`config.mk`:
```
export PLATFORM = sky130hd
export DESIGN_NAME = windowed_median_power_convergence_unit
export DESIGN_NICKNAME = d
export VERILOG_FILES = /design/src/sv/wmpc_pkg.sv /design/src/sv/wmpc_budget.sv /design/src/sv/wmpc_ring.sv /design/src/sv/wmpc_sorter.sv /design/src/sv/windowed_median_power_convergence_unit.sv
export SDC_FILE = /design/constraint.sdc
export NUM_CORES = 2
export LEC_CHECK = 0
export BUFFER_PORTS_ARGS = -buffer_cell sky130_fd_sc_hd__buf_2
export CAP_MARGIN = 0
export CORE_MARGIN = 2
export CORE_UTILIZATION = 56
export CTS_BUF_LIST = sky130_fd_sc_hd__clkbuf_16
export DETAILED_ROUTE_END_ITERATION = 8
export GPL_TIMING_DRIVEN = 1
export MAX_ROUTING_LAYER = met4
export PLACE_DENSITY = 0.81
export SYNTH_ARGS = -nofsm -noshare
export SYNTH_HDL_FRONTEND = slang
export SYNTH_SLANG_ARGS = --single-unit
export TNS_END_PERCENT = 50
```
`constraint.sdc`:
```
create_clock -name clk -period 4.1 [get_ports clk]
set_input_delay 0.82 -clock clk [delete_from_list [all_inputs] [get_ports clk]]
set_output_delay 0.82 -clock clk [all_outputs]
set_load 0.02 [all_outputs]
```
`src/sv/wmpc_pkg.sv`:
```
// ----------------------------------------------------------------------------
// wmpc_pkg - shared definitions of the windowed median power convergence unit
// Defaults of the top-level parameters, register indexes, sideband layout and
// the control group that starts a window update.
// ----------------------------------------------------------------------------
`default_nettype none

package wmpc_pkg;

	localparam int WINDOW_DEPTH_DEF = 16;
	localparam int POWER_WIDTH_DEF  = 24;

	// min_fill register
	localparam int               MIN_FILL_W     = 4;
	localparam logic [MIN_FILL_W-1:0] MIN_FILL_RESET = 4'd15;

	// configuration register indexes
	localparam int CFG_INDEX_W = 2;
	localparam logic [CFG_INDEX_W-1:0] CFG_MIN_BUDGET = 2'd0;
	localparam logic [CFG_INDEX_W-1:0] CFG_MAX_BUDGET = 2'd1;
	localparam logic [CFG_INDEX_W-1:0] CFG_MIN_FILL   = 2'd2;

	// input tuser bits
	localparam int IN_USER_W     = 2;
	localparam int IN_BUDGET_VLD = 0;
	localparam int IN_SAMPLE_VLD = 1;

	// output tuser bits
	localparam int OUT_USER_W    = 3;
	localparam int OUT_WRITE_LIM = 0;
	localparam int OUT_REPORT    = 1;
	localparam int OUT_CONVERGED = 2;

	// start of one sorted-window update
	typedef struct packed {
		logic start;   // one-cycle pulse
		logic remove;  // window full: drop the oldest value from the sorted copy
	} wmpc_sort_ctrl_t;

endpackage

`default_nettype wire

```
`src/sv/wmpc_budget.sv`:
```
// ----------------------------------------------------------------------------
// wmpc_budget - budget clamp and stored budget
// Holds the budget bounds, clamps a requested budget and tracks the stored one.
// ----------------------------------------------------------------------------
`default_nettype none

module wmpc_budget #(
	parameter int POWER_WIDTH = wmpc_pkg::POWER_WIDTH_DEF
) (
	input  wire                               clk,
	input  wire                               arst_n,
	input  wire                               cfg_we,
	input  wire [wmpc_pkg::CFG_INDEX_W-1:0]   cfg_index,
	input  wire [POWER_WIDTH-1:0]             cfg_data,
	input  wire                               update,
	input  wire                               budget_valid,
	input  wire [POWER_WIDTH-1:0]             budget_value,
	output logic                              write_limit,
	output logic [POWER_WIDTH-1:0]            limit_value,
	output logic [POWER_WIDTH-1:0]            stored_budget,
	output logic                              budget_known
);

	logic [POWER_WIDTH-1:0] min_budget_q;
	logic [POWER_WIDTH-1:0] max_budget_q;
	logic [POWER_WIDTH-1:0] stored_q;
	logic                   known_q;
	logic [POWER_WIDTH-1:0] clamped;
	logic                   change;

	always_comb begin
		if (budget_value < min_budget_q) begin
			clamped = min_budget_q;
		end else if (budget_value > max_budget_q) begin
			clamped = max_budget_q;
		end else begin
			clamped = budget_value;
		end
		change      = budget_valid && (!known_q || (stored_q != clamped));
		write_limit = change;
		limit_value = change ? clamped : '0;
	end

	always_ff @(posedge clk or negedge arst_n) begin
		if (!arst_n) begin
			min_budget_q <= '0;
			max_budget_q <= '1;
			stored_q     <= '0;
			known_q      <= 1'b0;
		end else begin
			if (cfg_we) begin
				case (cfg_index)
					wmpc_pkg::CFG_MIN_BUDGET: min_budget_q <= cfg_data;
					wmpc_pkg::CFG_MAX_BUDGET: max_budget_q <= cfg_data;
					default: ;
				endcase
			end
			if (update) begin
				stored_q <= budget_valid ? clamped : '0;
				known_q  <= budget_valid;
			end
		end
	end

	assign stored_budget = stored_q;
	assign budget_known  = known_q;

endmodule

`default_nettype wire

```
`src/sv/wmpc_ring.sv`:
```
// ----------------------------------------------------------------------------
// wmpc_ring - arrival-order sample ring
// Writes each sample at the write pointer and returns the entry it replaces.
// ----------------------------------------------------------------------------
`default_nettype none

module wmpc_ring #(
	parameter int WINDOW_DEPTH = wmpc_pkg::WINDOW_DEPTH_DEF,
	parameter int POWER_WIDTH  = wmpc_pkg::POWER_WIDTH_DEF
) (
	input  wire                    clk,
	input  wire                    arst_n,
	input  wire                    wr_en,
	input  wire [POWER_WIDTH-1:0]  wr_data,
	output logic [POWER_WIDTH-1:0] old_data
);

	localparam int AW = $clog2(WINDOW_DEPTH);

	logic [POWER_WIDTH-1:0] mem [WINDOW_DEPTH];
	logic [AW-1:0]          wp_q;
	logic [POWER_WIDTH-1:0] rd_q;

	// read-first: the old entry comes out the cycle after the write
	always_ff @(posedge clk) begin
		if (wr_en) begin
			mem[wp_q] <= wr_data;
		end
		rd_q <= mem[wp_q];
	end

	always_ff @(posedge clk or negedge arst_n) begin
		if (!arst_n) begin
			wp_q <= '0;
		end else if (wr_en) begin
			wp_q <= (wp_q == AW'(WINDOW_DEPTH - 1)) ? '0 : wp_q + 1'b1;
		end
	end

	assign old_data = rd_q;

endmodule

`default_nettype wire

```
`src/sv/wmpc_sorter.sv`:
```
// ----------------------------------------------------------------------------
// wmpc_sorter - sorted copy of the window and median
// One merge pass over the sorted memory drops a full window's oldest value and
// bubbles in the new one; the median is the middle entry or middle pair mean.
// ----------------------------------------------------------------------------
`default_nettype none

module wmpc_sorter #(
	parameter int WINDOW_DEPTH = wmpc_pkg::WINDOW_DEPTH_DEF,
	parameter int POWER_WIDTH  = wmpc_pkg::POWER_WIDTH_DEF
) (
	input  wire                             clk,
	input  wire                             arst_n,
	input  wmpc_pkg::wmpc_sort_ctrl_t       ctrl,
	input  wire [$clog2(WINDOW_DEPTH+1)-1:0] count,
	input  wire [POWER_WIDTH-1:0]           new_value,
	input  wire [POWER_WIDTH-1:0]           old_value,
	output logic                            done,
	output logic [POWER_WIDTH-1:0]          median
);

	localparam int AW = $clog2(WINDOW_DEPTH);
	localparam int CW = $clog2(WINDOW_DEPTH + 1);

	typedef enum logic [2:0] {
		ST_IDLE,
		ST_PASS,
		ST_MED_HI,
		ST_MED_LO,
		ST_MED_SUM
	} state_t;

	state_t                 state_q;
	logic [CW-1:0]          n_q;
	logic [CW-1:0]          m_q;
	logic [CW-1:0]          rk_q;
	logic [CW-1:0]          wi_q;
	logic [POWER_WIDTH-1:0] carry_q;
	logic [POWER_WIDTH-1:0] old_q;
	logic                   removed_q;
	logic                   rvld_s1;
	logic [POWER_WIDTH-1:0] hi_q;
	logic [POWER_WIDTH-1:0] median_q;
	logic                   done_q;

	logic [POWER_WIDTH-1:0] mem [WINDOW_DEPTH];
	logic [POWER_WIDTH-1:0] rd_data;
	logic [AW-1:0]          ra;
	logic [AW-1:0]          wa;
	logic [POWER_WIDTH-1:0] wd;
	logic                   we;

	logic                   skip;
	logic                   pass_end;
	logic [POWER_WIDTH-1:0] bub_lo;
	logic [POWER_WIDTH-1:0] bub_hi;
	logic [AW-1:0]          hi_idx;
	logic [AW-1:0]          lo_idx;
	logic [POWER_WIDTH:0]   mid_sum;

	always_comb begin
		skip     = rvld_s1 && !removed_q && (rd_data == old_q);
		pass_end = (rk_q == n_q) && !rvld_s1;
		if (rd_data < carry_q) begin
			bub_lo = rd_data;
			bub_hi = carry_q;
		end else begin
			bub_lo = carry_q;
			bub_hi = rd_data;
		end
		hi_idx  = AW'(m_q >> 1);
		lo_idx  = AW'((m_q >> 1) - 1'b1);
		mid_sum = {1'b0, hi_q} + {1'b0, rd_data};

		we = (state_q == ST_PASS) && ((rvld_s1 && !skip) || pass_end);
		wa = wi_q[AW-1:0];
		wd = pass_end ? carry_q : bub_lo;

		case (state_q)
			ST_PASS:   ra = rk_q[AW-1:0];
			ST_MED_LO: ra = lo_idx;
			default:   ra = hi_idx;
		endcase
	end

	always_ff @(posedge clk) begin
		if (we) begin
			mem[wa] <= wd;
		end
		rd_data <= mem[ra];
	end

	always_ff @(posedge clk or negedge arst_n) begin
		if (!arst_n) begin
			state_q   <= ST_IDLE;
			n_q       <= '0;
			m_q       <= '0;
			rk_q      <= '0;
			wi_q      <= '0;
			carry_q   <= '0;
			old_q     <= '0;
			removed_q <= 1'b0;
			rvld_s1   <= 1'b0;
			hi_q      <= '0;
			median_q  <= '0;
			done_q    <= 1'b0;
		end else begin
			done_q <= (state_q == ST_MED_SUM);
			case (state_q)
				ST_IDLE: begin
					if (ctrl.start) begin
						n_q       <= count;
						m_q       <= ctrl.remove ? count : count + 1'b1;
						old_q     <= old_value;
						carry_q   <= new_value;
						removed_q <= !ctrl.remove;
						rk_q      <= '0;
						wi_q      <= '0;
						rvld_s1   <= 1'b0;
						state_q   <= ST_PASS;
					end
				end
				ST_PASS: begin
					rvld_s1 <= (rk_q != n_q);
					if (rk_q != n_q) begin
						rk_q <= rk_q + 1'b1;
					end
					if (rvld_s1) begin
						if (skip) begin
							removed_q <= 1'b1;
						end else begin
							carry_q <= bub_hi;
							wi_q    <= wi_q + 1'b1;
						end
					end
					if (pass_end) begin
						state_q <= ST_MED_HI;
					end
				end
				ST_MED_HI: begin
					state_q <= ST_MED_LO;
				end
				ST_MED_LO: begin
					hi_q    <= rd_data;
					state_q <= ST_MED_SUM;
				end
				ST_MED_SUM: begin
					median_q <= m_q[0] ? hi_q : mid_sum[POWER_WIDTH:1];
					state_q  <= ST_IDLE;
				end
				default: begin
					state_q <= ST_IDLE;
				end
			endcase
		end
	end

	assign done   = done_q;
	assign median = median_q;

endmodule

`default_nettype wire

```
`src/sv/windowed_median_power_convergence_unit.sv`:
```
// ----------------------------------------------------------------------------
// windowed_median_power_convergence_unit - power budget and median monitor
// Clamps power budgets, keeps a sliding window of power samples and reports
// the window median with a convergence flag, one result beat per input beat.
// ----------------------------------------------------------------------------
// Each input beat carries an optional budget and an optional power sample and
// yields exactly one result beat. A budget is clamped to [min_budget,
// max_budget] and a limit write is flagged when no budget is known or when it
// differs from the stored budget. Samples go into an arrival-order ring and
// into a sorted copy of the window, both single-port-write memories; the
// sorted copy is updated by one merge pass that reads one entry per cycle.
// A new beat is accepted only after the result of the last one is loaded
// into the output register. A beat without a sample skips the window update
// and reuses the median of the last update. The next beat is taken while a
// result still waits on the output register; a result that cannot be loaded
// because the output register is still full waits until that register is free.
// No memory clearing is needed after reset. Configuration writes are always
// taken and must only be issued while the unit is idle.
// ----------------------------------------------------------------------------
`default_nettype none

module windowed_median_power_convergence_unit #(
	parameter int WINDOW_DEPTH = wmpc_pkg::WINDOW_DEPTH_DEF,
	parameter int POWER_WIDTH  = wmpc_pkg::POWER_WIDTH_DEF
) (
	input  wire                                clk,
	input  wire                                arst_n,

	// configuration write channel
	input  wire                                cfg_valid,
	output logic                               cfg_ready,
	input  wire [wmpc_pkg::CFG_INDEX_W-1:0]    cfg_index,
	input  wire [POWER_WIDTH-1:0]              cfg_data,

	// input stream
	input  wire                                s_tvalid,
	output logic                               s_tready,
	// budget_value, power_sample (zero padded to whole bytes)
	input  wire [((2*POWER_WIDTH+7)/8)*8-1:0]  s_tdata,
	// budget_valid, sample_valid
	input  wire [wmpc_pkg::IN_USER_W-1:0]      s_tuser,

	// result stream
	output logic                               m_tvalid,
	input  wire                                m_tready,
	// limit_value, median_power (zero padded to whole bytes)
	output logic [((2*POWER_WIDTH+7)/8)*8-1:0] m_tdata,
	// write_limit, report_valid, converged
	output logic [wmpc_pkg::OUT_USER_W-1:0]    m_tuser
);

	localparam int DATA_W = ((2*POWER_WIDTH+7)/8)*8;
	localparam int CW     = $clog2(WINDOW_DEPTH + 1);
	localparam int CMP_W  = (CW > wmpc_pkg::MIN_FILL_W) ? CW : wmpc_pkg::MIN_FILL_W;

	typedef enum logic [1:0] {
		ST_IDLE,
		ST_SORT,
		ST_FINISH
	} state_t;

	state_t                               state_q;
	logic [CW-1:0]                        fill_q;
	logic [wmpc_pkg::MIN_FILL_W-1:0]      min_fill_q;
	logic [POWER_WIDTH-1:0]               sample_q;
	logic [CW-1:0]                        sort_n_q;
	wmpc_pkg::wmpc_sort_ctrl_t            sort_ctrl_q;
	logic                                 write_q;
	logic [POWER_WIDTH-1:0]               limit_q;
	logic                                 m_tvalid_q;
	logic [DATA_W-1:0]                    m_tdata_q;
	logic [wmpc_pkg::OUT_USER_W-1:0]      m_tuser_q;

	logic                                 cfg_we;
	logic                                 in_beat;
	logic                                 in_has_sample;
	logic [POWER_WIDTH-1:0]               in_budget;
	logic [POWER_WIDTH-1:0]               in_power;
	logic                                 bud_write;
	logic [POWER_WIDTH-1:0]               bud_limit;
	logic [POWER_WIDTH-1:0]               bud_stored;
	logic                                 bud_known;
	logic [POWER_WIDTH-1:0]               ring_old;
	logic                                 sort_done;
	logic [POWER_WIDTH-1:0]               sort_median;
	logic                                 report;
	logic                                 out_free;
	logic                                 out_load;

	assign cfg_ready = 1'b1;
	assign cfg_we    = cfg_valid && cfg_ready;

	assign s_tready      = (state_q == ST_IDLE);
	assign in_beat       = s_tvalid && s_tready;
	assign in_has_sample = s_tuser[wmpc_pkg::IN_SAMPLE_VLD];
	assign in_budget     = s_tdata[POWER_WIDTH-1:0];
	assign in_power      = s_tdata[2*POWER_WIDTH-1:POWER_WIDTH];

	// the window reports once its fill passes min_fill
	assign report   = CMP_W'(fill_q) > CMP_W'(min_fill_q);
	assign out_free = !m_tvalid_q || m_tready;
	assign out_load = (state_q == ST_FINISH) && out_free;

	// budget is settled in the accept cycle; convergence later uses the
	// budget stored for this same beat
	wmpc_budget #(
		.POWER_WIDTH (POWER_WIDTH)
	) u_budget (
		.clk           (clk),
		.arst_n        (arst_n),
		.cfg_we        (cfg_we),
		.cfg_index     (cfg_index),
		.cfg_data      (cfg_data),
		.update        (in_beat),
		.budget_valid  (s_tuser[wmpc_pkg::IN_BUDGET_VLD]),
		.budget_value  (in_budget),
		.write_limit   (bud_write),
		.limit_value   (bud_limit),
		.stored_budget (bud_stored),
		.budget_known  (bud_known)
	);

	// ring hands back the entry being overwritten in the cycle after the write,
	// which is the oldest sample once the window is full
	wmpc_ring #(
		.WINDOW_DEPTH (WINDOW_DEPTH),
		.POWER_WIDTH  (POWER_WIDTH)
	) u_ring (
		.clk      (clk),
		.arst_n   (arst_n),
		.wr_en    (in_beat && in_has_sample),
		.wr_data  (in_power),
		.old_data (ring_old)
	);

	wmpc_sorter #(
		.WINDOW_DEPTH (WINDOW_DEPTH),
		.POWER_WIDTH  (POWER_WIDTH)
	) u_sorter (
		.clk       (clk),
		.arst_n    (arst_n),
		.ctrl      (sort_ctrl_q),
		.count     (sort_n_q),
		.new_value (sample_q),
		.old_value (ring_old),
		.done      (sort_done),
		.median    (sort_median)
	);

	always_ff @(posedge clk or negedge arst_n) begin
		if (!arst_n) begin
			state_q     <= ST_IDLE;
			fill_q      <= '0;
			min_fill_q  <= wmpc_pkg::MIN_FILL_RESET;
			sample_q    <= '0;
			sort_n_q    <= '0;
			sort_ctrl_q <= '0;
			write_q     <= 1'b0;
			limit_q     <= '0;
			m_tvalid_q  <= 1'b0;
			m_tdata_q   <= '0;
			m_tuser_q   <= '0;
		end else begin
			// pulse a window update for every accepted beat with a sample
			sort_ctrl_q.start <= in_beat && in_has_sample;

			if (cfg_we && (cfg_index == wmpc_pkg::CFG_MIN_FILL)) begin
				min_fill_q <= cfg_data[wmpc_pkg::MIN_FILL_W-1:0];
			end

			// load a new result beat when free, else hold it until taken
			m_tvalid_q <= out_load || (m_tvalid_q && !m_tready);

			case (state_q)
				ST_IDLE: begin
					if (in_beat) begin
						write_q <= bud_write;
						limit_q <= bud_limit;
						if (in_has_sample) begin
							sample_q           <= in_power;
							sort_n_q           <= fill_q;
							sort_ctrl_q.remove <= (fill_q == CW'(WINDOW_DEPTH));
							if (fill_q != CW'(WINDOW_DEPTH)) begin
								fill_q <= fill_q + 1'b1;
							end
							state_q <= ST_SORT;
						end else begin
							state_q <= ST_FINISH;
						end
					end
				end
				ST_SORT: begin
					if (sort_done) begin
						state_q <= ST_FINISH;
					end
				end
				ST_FINISH: begin
					// hold until the output register is free
					if (out_load) begin
						m_tdata_q  <= DATA_W'({report ? sort_median : {POWER_WIDTH{1'b0}},
							limit_q});
						m_tuser_q[wmpc_pkg::OUT_WRITE_LIM] <= write_q;
						m_tuser_q[wmpc_pkg::OUT_REPORT]    <= report;
						m_tuser_q[wmpc_pkg::OUT_CONVERGED] <=
							report && bud_known && (sort_median <= bud_stored);
						state_q <= ST_IDLE;
					end
				end
				default: begin
					state_q <= ST_IDLE;
				end
			endcase
		end
	end

	assign m_tvalid = m_tvalid_q;
	assign m_tdata  = m_tdata_q;
	assign m_tuser  = m_tuser_q;

endmodule

`default_nettype wire

```
======== Word level (Yosys, flattened, before mapping) ========
Memories as Yosys holds them, arrays and structs flattened. A register that Yosys moved wholly into a read port is not among the register bits.
Cells that the tools add are included.
storage, ports and cells
  flip-flop bits (word level) ............. 318
  bits in latches ......................... 0
  memory bits (writable) .................. 768
  ROM bits ................................ 0
  input port bits ......................... 81
  output and inout bits ................... 54
  word-level logic and storage cells ...... 150
  memories ................................ 2
memories
  memory        words  bits a word  rd ports  clocked after memory_dff  write ports  line               text
  u_ring.mem    16     24           1         1                         1            wmpc_ring.sv:20    logic [POWER_WIDTH-1:0] mem [WINDOW_DEPTH];
  u_sorter.mem  16     24           1         1                         1            wmpc_sorter.sv:46  logic [POWER_WIDTH-1:0] mem [WINDOW_DEPTH];
cells by class
  add/subtract/negate cells ............... 7
  multipliers ............................. 0
  div/mod/pow operators ................... 0
  order comparisons ....................... 5
  eq/ne operators ......................... 25
  shift operators ......................... 0
  multiplexer cells ....................... 40
  bitwise logic cells ..................... 0
  reductions and logical operators ........ 42
operators by type and width
  operator                                                          number
  24-bit 2-to-1 mux                                                 12
  24-bit less-than comparator                                       2
  24-bit case mux with 2 select lines                               1
  24-bit by 24-bit adder with 25-bit output                         1
  5-bit 2-to-1 mux                                                  5
  24-bit == test                                                    1
  24-bit > comparator                                               1
  24-bit <= comparator                                              1
  24-bit != test                                                    1
  5-bit by 1-bit adder with 5-bit output (second input constant)    4
  5-bit case mux with 2 select lines                                2
  2-bit AND reduction                                               7
  1-bit logical AND                                                 13
  3-bit case mux with 4 select lines                                1
  4-bit AND reduction                                               3
  2-bit by 1-bit != test with 1-bit output (second input constant)  5
  2-bit != test (second input constant)                             5
  3-bit AND reduction                                               3
  1-bit 2-to-1 mux                                                  8
  2-bit 2-to-1 mux                                                  4
  4-bit case mux with 2 select lines                                1
  1-bit logical NOT                                                 7
  3-bit by 2-bit == test with 1-bit output (second input constant)  2
  3-bit 2-to-1 mux                                                  2
  20 further kinds                                                  27

======== Longest topological paths before layout ========
  depth in word-level cells ............... 9
  gate-level depth with buffers ........... 17
  depth with buffers taken out ............ 13

======== Hierarchy ========
Synthesis repeated with hierarchy kept, for this count alone.
second synthesis, totals
  cell total of the unflattened synthesis .. 3608
  area total of the unflattened synthesis .. 49203.4 µm²
by module, submodules not included
  module                                  times used  cells an instance  area each (µm²)  sequential area each (µm²)
  wmpc_sorter                             1           1885               23261.1          15039.4
  wmpc_ring                               1           666                15233.4          12111.6
  wmpc_budget                             1           619                5499.0           1856.8
  windowed_median_power_convergence_unit  1           438                5210.0           2982.9

======== Worst setup path after synthesis ========
No wires, ideal clock.
  kind .................................... register to register
  from .................................... reg u_ring.wp_q[0]
  to ...................................... mem u_ring.mem[2][0] (netlist bit), enable pin
  setup time .............................. 0.466 ns
  arrival ................................. 4.016 ns
  required time ........................... 3.634 ns
  path slack .............................. -0.382 ns
  stages on the path, launching flop included .. 8
  path buffers ............................ 3
  clock period less this slack ............ 4.482 ns
  path through ............................ dfrtp_1 -> clkbuf_1 -> buf_1 -> clkbuf_1 -> inv_1 -> ha_1 -> inv_1 -> nor4_1
RTL lines
  what                    line             text
  from (decl)             wmpc_ring.sv:21  logic [AW-1:0] wp_q;
  from (signal assigned)  wmpc_ring.sv:36  wp_q <= (wp_q == AW'(WINDOW_DEPTH - 1)) ? '0 : wp_q + 1'b1;
  to (decl)               wmpc_ring.sv:20
Straight into the memory's write port.

======== Final worst setup path ========
  from .................................... reg u_budget.max_budget_q[14]
  to ...................................... reg limit_q[14]
between the ends
  cells in the longest elaborated chain, start to end .. 7
ends and longest elaborated chain
  what                    line                                           text
  from (decl)             wmpc_budget.sv:25                              logic [POWER_WIDTH-1:0] max_budget_q;
  from (signal assigned)  wmpc_budget.sv:54                              wmpc_pkg::CFG_MAX_BUDGET: max_budget_q <= cfg_data;
  24-bit > comparator     wmpc_budget.sv:34                              end else if (budget_value > max_budget_q) begin
  24-bit 2-to-1 mux *     wmpc_budget.sv:34
  24-bit 2-to-1 mux *     wmpc_budget.sv:32                              if (budget_value < min_budget_q) begin
  24-bit != test          wmpc_budget.sv:39                              change = budget_valid && (!known_q || (stored_q != clamped));
  1-bit logical OR        wmpc_budget.sv:39
  1-bit logical AND       wmpc_budget.sv:39
  24-bit 2-to-1 mux *     wmpc_budget.sv:41                              limit_value = change ? clamped : '0;
  to (signal assigned)    windowed_median_power_convergence_unit.sv:178  limit_q <= bud_limit;
  to (decl)               windowed_median_power_convergence_unit.sv:69   logic [POWER_WIDTH-1:0] limit_q;
Every way passes the cells marked *; elsewhere a longest branch is shown, timed or not.
A chain may end at the register's enable or synchronous reset.

==> impl_metrics.csv <==
group,metric,value,unit
status,status,"complete, but fails checks",
status,failed_checks,"negative setup slack",
clocking,clock_sink_count,1133,
route,drt_pass1_iterations,6,
clocking,cts.path.max_buffers,3,
global_routing,grt_overflow_total,0,
sta,fmax,242.6,MHz
yosys,yosysWarnings,0,
route,drtAntennaViolNets,0,
setup_path,cp.depth,17,
global_routing,grt_pass1_wl,180600,µm
route,routed_wl,118300,µm
setup_path,max_stage_delay,0.56,ns
yosys,synth_edf_count,768,
clocking,cts-hold-fix-buffers,0,
route,vias,28900,
setup_path,startpoint_type,"flop",
global_routing,gr-usage-all-layers,27.81,%
yosys,synthFlopType,"edfxtp_1",
sta,slew_headroom,16.04,%
global_routing,grt_pass1_vias,29420,
finish,regArea,32000,µm²
yosys,async_reset_ff_share,27.98,%
place,dpl.hpwl,75720,µm
clocking,cts-root-buf,"clkbuf_16",
sta,setup_violations,12,
finish,multiInputGateArea,15330,µm²
clocking,cts_tree,"done",
yosys,yosysSeqAreaShare,66.63,%
pwr,p_leak,21.28,nW
route,drt_iter0_drc,2959,
yosys,syn-num-nets,3296,
sta,layout_setup_ws,-0.02150,ns
min_path,hold_path.class,"in2async",
sta,rsz0062_at_grt,"yes",
yosys,ys_ff_latch,1133,
place,port_buffers,133,
route,routed_via_density,6.203,
setup_path,worst-path-buf-inv,5,
setup_path,crit_required,4.64,ns
clocking,numCtsBuffers,110,
sta,final_max_slew_viol_count,0,
clocking,clkTransAtPathRegs,0.07,ns
sta,hold_viol_final,0,
finish,fillCellCount,5567,
finish,final_core_util,65.48,%
floorplan,dieArea,88090,µm²
yosys,synth_area,48010,µm²
setup_path,crit_fanout,8,
floorplan,initial_core_util,56.48,%
sta,post-route-period-util,100.5,%
sta,min_period,4.121,ns
setup_path,reg2reg_depth,17,
pwr,p_per_area,765.8,nW/µm²
sta,holdWs,0.1545,ns
finish,area_growth,15.94,%
floorplan,die_h,296.8,µm
floorplan,pin_count,135,
global_routing,antenna_found_initial,4,
setup_path,worstSetupPathType,"reg2reg",
run,maxCapViolations,0,
route,wl_per_cell,25.39,µm
pwr,peakVddDrop,0.0005374,V
finish,layout-drive-gt1-share,28.18,%
setup_path,path_delay_family,"simple AND/OR/NAND/NOR gates",
clocking,h-tree-depth,3,
floorplan,rows,107,
yosys,synth.area.top_cells,"edfxtp_1, dfrtp_1, mux4_2",
route,drc_errors,0,
yosys,synth_top_area_share,48.04,%
setup_path,cp_cell_sequence,"inv_1 -> ha_4 -> nand3_4 -> or4_4 -> or4_4 -> buf_6 -> buf_8 -> o211ai_1 -> nand2_1 -> o31ai_4 -> xnor2_2 -> nor4_2 -> nand4_1 -> o21bai_4 -> buf_6 -> buf_16 -> o21ai_2",
sta,worstMarginPinSlew,1.259,ns
yosys,syn_area_per_cell,15.59,µm²
setup_path,crit_arrival,4.66,ns
floorplan,die-width,296.8,µm
finish,layout.nets,3630,
yosys,synth.distinct_cells,83,
yosys,yosys.area.top_type,"edfxtp_1",
yosys,synthTopCellsByCount,"edfxtp_1, nand2_1, dfrtp_1",
floorplan,core_area,85010,µm²
global_routing,grt_start_max_net_pins,94,
sta,worst_clock_skew,0.08400,ns
place,place_congestion,0.9126,
setup_path,end_kind,"flop",
yosys,synth_cells,3080,
clocking,worstSkewPairLatency,0.72,ns
yosys,synth.most_common_cell,"edfxtp_1",
setup_path,slowest_stage,"or4_4",
## per-layer routing
layer	up-vias	GRT usage [%]	share of wire, %
met1	14730	36.83	40
met3	286	3.445	6.9
li1	12480	-	-
met5	-	-	0
met2	1402	44.66	50
met4	0	10.43	3.9
## logic make-up after synthesis
group | synth area share (%)
xor+xnor | 1.222
compound gates | 7.086
mux | 13.57
flops | 66.63
buf+inv | 2.220
other cells | 0.007811
fa+ha+maj | 3.534
simple gates | 5.726
## layout by cell type (no fill, tap or decap), drive strengths merged, types with 26 or more instances in the layout
master	netlist	layout
clkbuf	104	113
mux4	216	216
dfxtp	48	48
dfstp	28	28
dfrtp	289	289
o21ai	123	123
ha	134	134
buf	37	362
nand4	26	26
nand3	37	37
a21oi	94	94
inv	132	167
edfxtp	768	768
a21o	39	39
nor2	117	117
o22ai	28	28
clkinv	0	38
nand2	324	324
mux2	104	104
nor2b	32	32
a211oi	34	34
mux2i	48	48
xnor2	46	46
## metrics by stage
stage	std cells	power (mW)	cell area, µm²	setup WS (ns)	setup TNS (ns)
after floorplan	3080	27.12	48020	-0.3438	-21.50
after CTS	4652	42.63	55510	0.008336	0
after detailed placement	4435	32.18	51600	-0.6055	-14.27
after global placement	4435	31.69	51600	-0.5528	-13.15
after global routing	4657	44.68	55660	-0.1511	-2.880
final	4658	42.63	55660	-0.02150	-0.1580
## where the power goes
| group | internal [mW] | switching [mW] |
|---|---|---|
| Combinational | 6.78 | 8.32 |
| Clock | 5.83 | 4.41 |
| Sequential | 15.3 | 2.03 |
| Total | 27.9 | 14.8 |
## area by class of cell
cell class              count  share of cell area (%)
well taps                1144                   2.571
diodes                      4                 0.01798
flip-flops and latches   1133                   57.49
repair buffers            363                   4.786
inverters                 132                  0.8901
multi-input cells        1674                   27.54
clock inverters            96                   1.670
clock buffers             112                   5.035
## worst reg2reg max path, cell delays in order, from the launching register on
cell and delay, ns:
dfstp_2 0.53, inv_1 0.06, ha_4 0.28, nand3_4 0.07
or4_4 0.56, or4_4 0.45, buf_6 0.16, buf_8 0.13
o211ai_1 0.08, nand2_1 0.11, o31ai_4 0.31, xnor2_2 0.11
nor4_2 0.32, nand4_1 0.24, o21bai_4 0.22, buf_6 0.14
buf_16 0.13, o21ai_2 0.05
## timing repair
| item | 4_1_cts | 5_1_grt |
|---|---|---|
| resized for setup | 19 | 18 |
| buffers inserted | 7 | 1 |
| gates cloned | 2 | 1 |
| setup endpoints to repair | 24 | 25 |
| pin swaps | 11 | 6 |
## final timing paths
path                                      startpoint                        end  slack, ns
max reg2reg                u_budget.max_budget_q[14]                limit_q[14]      -0.02
max                        u_budget.max_budget_q[14]                limit_q[14]      -0.02
min                                           arst_n  u_budget.min_budget_q[13]       0.15
min reg2reg                      u_ring.old_data[21]         u_sorter.old_q[21]       0.42
max in group asynchronous                     arst_n                limit_q[15]       2.97
min in group clk                         cfg_data[9]   u_budget.min_budget_q[9]       0.35
Power figures use the tool's default switching activity.
